File: config.mk
export PLATFORM = sky130hd
export DESIGN_NAME = pcg32_bounded_random_generator
export DESIGN_NICKNAME = d
export VERILOG_FILES = /design/src/hw/rtl/pcg_pkg.sv /design/src/hw/rtl/pcg32_bounded_random_generator.sv /design/src/hw/rtl/pcg_mul32.sv /design/src/hw/rtl/pcg_mod32.sv
export SDC_FILE = /design/constraint.sdc
export NUM_CORES = 2
export LEC_CHECK = 0
export ABC_AREA = 1
export BUFFER_PORTS_ARGS = -buffer_cell sky130_fd_sc_hd__buf_4
export CORE_MARGIN = 4
export CORE_UTILIZATION = 55
export DETAILED_ROUTE_END_ITERATION = 8
export GPL_TIMING_DRIVEN = 0
export PLACE_DENSITY_LB_ADDON = 0.3
export SLEW_MARGIN = 20
export SYNTH_ARGS = -nofsm -noshare
export SYNTH_HDL_FRONTEND = slang
export SYNTH_SLANG_ARGS = --single-unit
File: constraint.sdc
create_clock -name aclk -period 20 [get_ports aclk]
set_clock_uncertainty 0.1 [all_clocks]
set_input_delay 6 -clock aclk [delete_from_list [all_inputs] [get_ports aclk]]
set_output_delay 6 -clock aclk [all_outputs]
set_load 0.02 [all_outputs]
File: src/hw/rtl/pcg_pkg.sv
// shared types and constants of the pcg32 bounded generator
package pcg_pkg;

    localparam logic [63:0] PCG_MULT     = 64'h5851_F42D_4C95_7F2D;
    localparam logic [31:0] PCG_MULT_LO  = PCG_MULT[31:0];
    localparam logic [31:0] PCG_MULT_HI  = PCG_MULT[63:32];
    localparam logic [62:0] STREAM_RESET = 63'h1FFF_FFFF_FFFF_FFFF;

    typedef enum logic [1:0] {
        ACT_DRAW32  = 2'd0,
        ACT_DRAW64  = 2'd1,
        ACT_BOUNDED = 2'd2,
        ACT_RESEED  = 2'd3
    } pcg_action_t;

    localparam logic REG_SEED   = 1'b0;
    localparam logic REG_STREAM = 1'b1;

    typedef struct packed {
        logic        done;
        logic [31:0] rem;
    } pcg_mod_rsp_t;

    // xsh-rr output permutation of the pre-step state
    function automatic logic [31:0] pcg_output(input logic [63:0] old);
        logic [63:0] mixed;
        logic [31:0] xs;
        logic [4:0]  rot;
        logic [63:0] dbl;
        mixed = (old >> 18) ^ old;
        xs    = mixed[58:27];
        rot   = old[63:59];
        dbl   = {xs, xs} >> rot;
        return dbl[31:0];
    endfunction

endpackage

File: src/hw/rtl/pcg32_bounded_random_generator.sv
// pcg32 generator with xsh-rr output, bounded draws and reseed, top level
// One request is taken at a time; s_ready is high only while the sequencer is idle, and a
// finished result waits in the output register while the next request is taken. Every
// 64-bit state step runs three passes through one shared 32x32 multiplier plus an add.
// Each rejected bounded draw takes a fresh state step, and the first rejection candidate of
// a request has its threshold worked out by the bit-serial remainder unit, one bit per cycle.
// Registers: seed at byte address 0x0 (64 bits), stream at 0x8 (63 bits); reseed takes
// effect only through a reseed request.
module pcg32_bounded_random_generator (
    input  logic        aclk,
    input  logic        aresetn,
    input  logic        psel,
    input  logic        penable,
    input  logic        pwrite,
    input  logic [3:0]  paddr,
    input  logic [63:0] pwdata,
    output logic [63:0] prdata,
    output logic        pready,
    input  logic        s_valid,
    output logic        s_ready,
    input  logic [1:0]  s_action,
    input  logic [31:0] s_range,
    output logic        m_valid,
    input  logic        m_ready,
    output logic [63:0] m_value,
    output logic [31:0] m_draw_count
);

    typedef enum logic [3:0] {
        S_IDLE,
        S_M0,
        S_M1,
        S_M2,
        S_M3,
        S_UPD,
        S_SEED,
        S_LMUL,
        S_LCAP,
        S_CHK,
        S_DIV,
        S_DONE
    } state_t;

    state_t      state_reg;
    logic [63:0] seed_reg;
    logic [62:0] stream_reg;
    logic [63:0] lcg_reg;
    logic [63:0] inc_reg;
    logic [31:0] cnt_reg;
    logic [1:0]  action_reg;
    logic [31:0] range_reg;
    logic        phase_reg;
    logic [31:0] x_reg;
    logic [31:0] hi_reg;
    logic [63:0] acc_reg;
    logic [63:0] m_reg;
    logic [31:0] t_reg;
    logic        t_valid_reg;
    logic [63:0] result_reg;
    logic        m_valid_reg;
    logic [63:0] m_value_reg;
    logic [31:0] m_count_reg;

    logic [31:0] mul_a;
    logic [31:0] mul_b;
    logic [63:0] mul_p;
    logic        div_start;
    logic        cfg_write;
    logic        out_free;
    logic        accept_ok;

    pcg_pkg::pcg_mod_rsp_t div_rsp;

    pcg_mul32 u_mul (
        .aclk (aclk),
        .a    (mul_a),
        .b    (mul_b),
        .p    (mul_p)
    );

    pcg_mod32 u_mod (
        .aclk     (aclk),
        .aresetn  (aresetn),
        .start    (div_start),
        .dividend (32'd0 - range_reg),
        .divisor  (range_reg),
        .rsp      (div_rsp)
    );

    always_comb begin
        mul_a = lcg_reg[31:0];
        mul_b = pcg_pkg::PCG_MULT_LO;
        case (state_reg)
            S_M1: begin
                mul_a = lcg_reg[31:0];
                mul_b = pcg_pkg::PCG_MULT_HI;
            end
            S_M2: begin
                mul_a = lcg_reg[63:32];
                mul_b = pcg_pkg::PCG_MULT_LO;
            end
            S_LMUL: begin
                mul_a = x_reg;
                mul_b = range_reg;
            end
            default: begin
                mul_a = lcg_reg[31:0];
                mul_b = pcg_pkg::PCG_MULT_LO;
            end
        endcase
    end

    // accept when the low product word clears range, or clears the threshold once known
    assign accept_ok = (m_reg[31:0] >= range_reg) || (t_valid_reg && (m_reg[31:0] >= t_reg));
    assign div_start = (state_reg == S_CHK) && !accept_ok && !t_valid_reg;
    assign cfg_write = psel && penable && pwrite;
    assign out_free  = !m_valid_reg || m_ready;

    always_ff @(posedge aclk) begin
        if (!aresetn) begin
            state_reg   <= S_IDLE;
            seed_reg    <= '0;
            stream_reg  <= pcg_pkg::STREAM_RESET;
            lcg_reg     <= '0;
            inc_reg     <= 64'd1;
            cnt_reg     <= '0;
            phase_reg   <= 1'b0;
            t_valid_reg <= 1'b0;
            m_valid_reg <= 1'b0;
        end else begin
            if (cfg_write) begin
                if (paddr[3] == pcg_pkg::REG_STREAM) begin
                    stream_reg <= pwdata[62:0];
                end else begin
                    seed_reg <= pwdata;
                end
            end
            if (state_reg == S_DONE && out_free) begin
                m_valid_reg <= 1'b1;
            end else if (m_valid_reg && m_ready) begin
                m_valid_reg <= 1'b0;
            end
            case (state_reg)
                S_IDLE: begin
                    if (s_valid) begin
                        action_reg  <= s_action;
                        range_reg   <= s_range;
                        phase_reg   <= 1'b0;
                        t_valid_reg <= 1'b0;
                        if (s_action == pcg_pkg::ACT_RESEED) begin
                            inc_reg <= {stream_reg, 1'b1};
                            lcg_reg <= '0;
                        end
                        state_reg <= S_M0;
                    end
                end
                S_M0: begin
                    x_reg     <= pcg_pkg::pcg_output(lcg_reg);
                    state_reg <= S_M1;
                end
                S_M1: begin
                    acc_reg   <= mul_p;
                    state_reg <= S_M2;
                end
                S_M2: begin
                    acc_reg[63:32] <= acc_reg[63:32] + mul_p[31:0];
                    state_reg      <= S_M3;
                end
                S_M3: begin
                    acc_reg[63:32] <= acc_reg[63:32] + mul_p[31:0];
                    state_reg      <= S_UPD;
                end
                S_UPD: begin
                    lcg_reg <= acc_reg + {inc_reg[63:1], 1'b1};
                    // second reseed step clears the counter
                    cnt_reg <= (action_reg == pcg_pkg::ACT_RESEED && phase_reg) ?
                               32'd0 : cnt_reg + 32'd1;
                    case (action_reg)
                        pcg_pkg::ACT_DRAW32: begin
                            result_reg <= {32'd0, x_reg};
                            state_reg  <= S_DONE;
                        end
                        pcg_pkg::ACT_DRAW64: begin
                            if (!phase_reg) begin
                                hi_reg    <= x_reg;
                                phase_reg <= 1'b1;
                                state_reg <= S_M0;
                            end else begin
                                result_reg <= {hi_reg, x_reg};
                                state_reg  <= S_DONE;
                            end
                        end
                        pcg_pkg::ACT_BOUNDED: begin
                            state_reg <= S_LMUL;
                        end
                        default: begin
                            if (!phase_reg) begin
                                phase_reg <= 1'b1;
                                state_reg <= S_SEED;
                            end else begin
                                result_reg <= '0;
                                state_reg  <= S_DONE;
                            end
                        end
                    endcase
                end
                S_SEED: begin
                    lcg_reg   <= lcg_reg + seed_reg;
                    state_reg <= S_M0;
                end
                S_LMUL: begin
                    state_reg <= S_LCAP;
                end
                S_LCAP: begin
                    m_reg     <= mul_p;
                    state_reg <= S_CHK;
                end
                S_CHK: begin
                    if (accept_ok) begin
                        result_reg <= {32'd0, m_reg[63:32]};
                        state_reg  <= S_DONE;
                    end else if (t_valid_reg) begin
                        state_reg <= S_M0;
                    end else begin
                        state_reg <= S_DIV;
                    end
                end
                S_DIV: begin
                    if (div_rsp.done) begin
                        t_reg       <= div_rsp.rem;
                        t_valid_reg <= 1'b1;
                        state_reg   <= S_CHK;
                    end
                end
                S_DONE: begin
                    if (out_free) begin
                        m_value_reg <= result_reg;
                        m_count_reg <= cnt_reg;
                        state_reg   <= S_IDLE;
                    end
                end
                default: begin
                    state_reg <= S_IDLE;
                end
            endcase
        end
    end

    assign s_ready      = (state_reg == S_IDLE);
    assign m_valid      = m_valid_reg;
    assign m_value      = m_value_reg;
    assign m_draw_count = m_count_reg;
    assign pready       = 1'b1;
    assign prdata       = (paddr[3] == pcg_pkg::REG_STREAM) ? {1'b0, stream_reg} : seed_reg;

`ifndef NO_ASSERTIONS
    a_inc_odd: assert property (@(posedge aclk) disable iff (!aresetn)
        inc_reg[0] == 1'b1)
        else $error("lcg increment lost its low bit");

    a_reseed_zero: assert property (@(posedge aclk) disable iff (!aresetn)
        (state_reg == S_DONE && action_reg == pcg_pkg::ACT_RESEED && out_free)
        |=> (m_value == 64'd0 && m_draw_count == 32'd0))
        else $error("reseed transfer carries nonzero value or count");

    a_thresh_below_range: assert property (@(posedge aclk) disable iff (!aresetn)
        (state_reg == S_CHK && t_valid_reg) |-> (t_reg < range_reg))
        else $error("rejection threshold not below range");

    a_div_only_bounded: assert property (@(posedge aclk) disable iff (!aresetn)
        div_start |-> (action_reg == pcg_pkg::ACT_BOUNDED && range_reg != 32'd0))
        else $error("remainder unit started outside a bounded draw");
`endif

endmodule

File: src/hw/rtl/pcg_mul32.sv
// shared 32x32 multiplier with registered product
module pcg_mul32 (
    input  logic        aclk,
    input  logic [31:0] a,
    input  logic [31:0] b,
    output logic [63:0] p
);

    logic [63:0] p_reg;

    always_ff @(posedge aclk) begin
        p_reg <= {32'd0, a} * {32'd0, b};
    end

    assign p = p_reg;

endmodule

File: src/hw/rtl/pcg_mod32.sv
// bit-serial 32-bit remainder unit, one quotient bit per cycle
module pcg_mod32 (
    input  logic                  aclk,
    input  logic                  aresetn,
    input  logic                  start,
    input  logic [31:0]           dividend,
    input  logic [31:0]           divisor,
    output pcg_pkg::pcg_mod_rsp_t rsp
);

    logic        busy_reg;
    logic        done_reg;
    logic [4:0]  cnt_reg;
    logic [31:0] dvd_reg;
    logic [31:0] rem_reg;
    logic [31:0] dsr_reg;
    logic [32:0] trial;
    logic [32:0] diff;

    assign trial = {rem_reg, dvd_reg[31]};
    assign diff  = trial - {1'b0, dsr_reg};

    always_ff @(posedge aclk) begin
        if (!aresetn) begin
            busy_reg <= 1'b0;
            done_reg <= 1'b0;
            cnt_reg  <= '0;
        end else begin
            done_reg <= 1'b0;
            if (start) begin
                busy_reg <= 1'b1;
                cnt_reg  <= '0;
                dvd_reg  <= dividend;
                rem_reg  <= '0;
                dsr_reg  <= divisor;
            end else if (busy_reg) begin
                if (trial >= {1'b0, dsr_reg}) begin
                    rem_reg <= diff[31:0];
                end else begin
                    rem_reg <= trial[31:0];
                end
                dvd_reg <= {dvd_reg[30:0], 1'b0};
                cnt_reg <= cnt_reg + 5'd1;
                if (cnt_reg == 5'd31) begin
                    busy_reg <= 1'b0;
                    done_reg <= 1'b1;
                end
            end
        end
    end

    assign rsp.done = done_reg;
    assign rsp.rem  = rem_reg;

endmodule
==> impl_results.md <==
- Leakage: 44.3 nW
- Post-DP HPWL: 307,000 µm
- Initial DRC Count: 12,300
- Final Hold Fails: 0
- Rel. slew slack: 0.107
- Clock Latency Late Sink: 0.79 ns
- Worst vdd ir: 140 µV
- CP arrival: 8.12 ns
- RSZ-0062 raised after global routing: no
- CTS Sinks: 878
- Area grow syn2layout: 10.5%
- Compound-cell area share of the yosys netlist: 0.0819
- Worst Setup Path Type: in -> out
- Syn_nets: 12,100
- # rows: 142
- Cell count after synthesis: 10,600
- CTS Buffer Depth: 3
- Post-CTS Setup Inserts: 0
- Synthesized cell area: 0.0828 mm²
- Cts repair resizes: 0
- Nets: 12,500
- CP Max Fanout: 10
- Worst flop-to-flop path endpoint: u_mul.p[51]$_DFF_P_
- Initial antenna violation count: 41
- Largest net degree at the start of global routing: 58
- Critical Path, Cell by Cell: buf_4 -> clkbuf_1 -> clkbuf_1 -> nand2_1 -> nand2_1 -> buf_4
- Reg-to-reg startpoint: state_reg[1]$_SDFFE_PN0P_
- Final setup margin: 5.78 ns
- R2R depth: 27
- Main synth FF type: edfxtp_1
- Sequential share of the synthesized area: 0.275
- CP max-delay cell: clkbuf_1
- Avg WL per Cell: 28.4 µm
- Min Tclk post-route: 14.22 ns
- Crit. End Element: output port
- Number of buffer cells added on primary ports: 266
- Maxcap violations: 0
- Main combinational cell family by area after synthesis: adder cells
- Final Max Slew Viols: 0
- Final ANT Viol Nets: 0
- Hold Crit Start: result_reg[15]$_DFFE_PP_
- Die area: 0.157 mm²
- Wirelength, routed: 371,000 µm
- Required time worst endpoint: 13.90 ns
- Distinct cells, synth: 55
- CTS clock-pin slew for the worst setup and hold paths: 0.06 ns
- Outcome: finished clean
- Post-synth EDFFs: 514
- Simple logic cell fraction of the synthesized area: 0.224
- Hold_ws: 0.259 ns
- Die X: 396 µm
- Number of detailed-route iterations in the first pass: 9
- Setup violations, final: 0
- Synthesized flop and latch total: 878
- WHS Endpoint: m_value[15]$_DFFE_PP_
- Period utilization: 0.711
- Hold_buf cts: 0
- Setup slack at placement: 5.98 ns
- Power per cell area: 114 mW/mm²
- Synth async-reset ratio: 0
- Synth warn: 0
- Commonest non-fill, non-tap cell in the layout: nand2_1
- Layout cells sized above 1: 0.0629
- Post-synthesis adder-cell area fraction: 0.296
- Slew @ Worst Pin: 1.34 ns
- CTS tree: built
- R2r setup slk: 9.20 ns
- Routability cong.: 1.13
- WP buf/inv: 4
- H-tree levels: 3
- Overall routing resource usage: 0.467
- Io pins: 272
- Total CTS buffers: 96
- Startpoint types: primary input
- Post-synthesis xor/xnor area fraction: 0.0161
- Drt via density: 6.11
- Die Y: 396 µm
- CP top delay family: buffers and inverters
- Vias: 80,000
- Vias in the first global route: 75,300
- Hold path depth: 0
- Initial Utilization: 0.553
- First-pass GRT wire length: 524,000 µm
- Core ar.: 0.150 mm²
- CTS root buf: clkbuf_16
- Number of remaining DRC errors: 0
- Syn avg cell area: 7.84 µm²
- Total grt overflow: 0
- Most frequent cells in the layout: nand2_1 (2,426), inv_1 (1,829), nor2_1 (1,469)
- Max Clk Rate: 70.3 MHz
- Min-delay worst type: reg -> reg
- Mux share of post-synthesis cell area: 0.00472
- Critical path's largest stage delay: 0.83 ns
==> final cells by class <==
type,count,area [µm²]
repair buffers,307,2430
plain buffers,348,1460
clock inverters,66,987
diodes,29,72.6
clock buffers,116,2580
inverters,1876,7040
fillers,13100,58100
flip-flops and latches,878,22700
multi-input cells,7459,51700
well taps,2016,2520
==> through the flow <==
step                      power, mW  cell area, µm²  TNS, ns  cells  utilization
final                          10.5           91500        0  13100        0.612
after global routing           11.0           91400        0  13100        0.611
after CTS                      10.2           91400        0  13100        0.611
after detailed placement       8.20           87800        0  12900        0.587
after global placement         8.12           87300   -48.38  12800        0.583
after floorplan                5.97           82800        0  10600            -
==> metal layers <==
| layer | GRT usage | wire, µm | part of all wire | vias to the layer above |
|---|---|---|---|---|
| li1 | - | - | - | 33900 |
| met1 | 0.656 | 145000 | 0.39 | 38500 |
| met2 | 0.615 | 141000 | 0.38 | 6336 |
| met3 | 0.194 | 62400 | 0.17 | 1260 |
| met4 | 0.233 | 23600 | 0.064 | 24 |
| met5 | 0 | 184 | 0.00050 | - |
==> worst max path at each step <==
| stage | end | startpoint | slack, ns | cells past startpoint |
|---|---|---|---|---|
| after detailed placement | prdata[55] | paddr[3] | 5.98 | 6 |
| after global routing | prdata[55] | paddr[3] | 5.93 | 6 |
| after floorplan | m_draw_count[0]$_DFFE_PP_ | aresetn | 3.52 | 4 |
| after CTS | prdata[55] | paddr[3] | 5.98 | 6 |
| after global placement | m_draw_count[28]$_DFFE_PP_ | aresetn | -0.52 | 4 |
| final | prdata[55] | paddr[3] | 5.78 | 6 |
==> cell usage after synthesis, drive strengths merged (69+ instances only) <==
| library cell | number | area, µm² |
|---|---|---|
| nor3 | 69 | 370 |
| a21oi | 450 | 2250 |
| inv | 1862 | 6990 |
| buf | 112 | 568 |
| nor2 | 1500 | 5690 |
| clkbuf | 236 | 886 |
| nand3 | 448 | 2250 |
| dfxtp | 364 | 7290 |
| ha | 519 | 6490 |
| nand2 | 2429 | 9140 |
| o21ai | 576 | 2920 |
| fa | 900 | 18000 |
| xor2 | 115 | 1010 |
| edfxtp | 514 | 15400 |
==> worst register-to-register path: stages, from the launching register on <==
cell,delay [ns]
dfxtp_1,0.43
inv_1,0.08
nor2_1,0.09
inv_1,0.08
nor2_1,0.65
inv_2,0.37
o21ai_1,0.63
clkinv_1,0.57
clkbuf_1,0.50
nand2_1,0.25
fa_1,0.44
fa_1,0.53
fa_1,0.52
fa_1,0.51
inv_1,0.05
fa_1,0.61
fa_1,0.45
fa_1,0.52
fa_1,0.42
ha_1,0.42
nand2_1,0.10
nor2_1,0.29
inv_1,0.20
nor4_2,0.82
nand4_1,0.20
nand3_1,0.39
a21oi_1,0.18
xnor2_1,0.23
==> logic make-up after synthesis <==
logic type                 count (synthesis)
and+or+nand+nor                         4609
xor gates and xnor gates                 152
muxes                                     39
DFF                                      878
buffers and inverters                   2224
other                                      1
adders and majority gates               1419
AOI/OAI and AO/OA                       1239
==> power breakdown <==
part | internal, mW | switching [mW]
logic | 2.02 | 4.02
registers | 2.10 | 0.320
clock network | 1.15 | 0.859
Power figures use the tool's default switching activity.
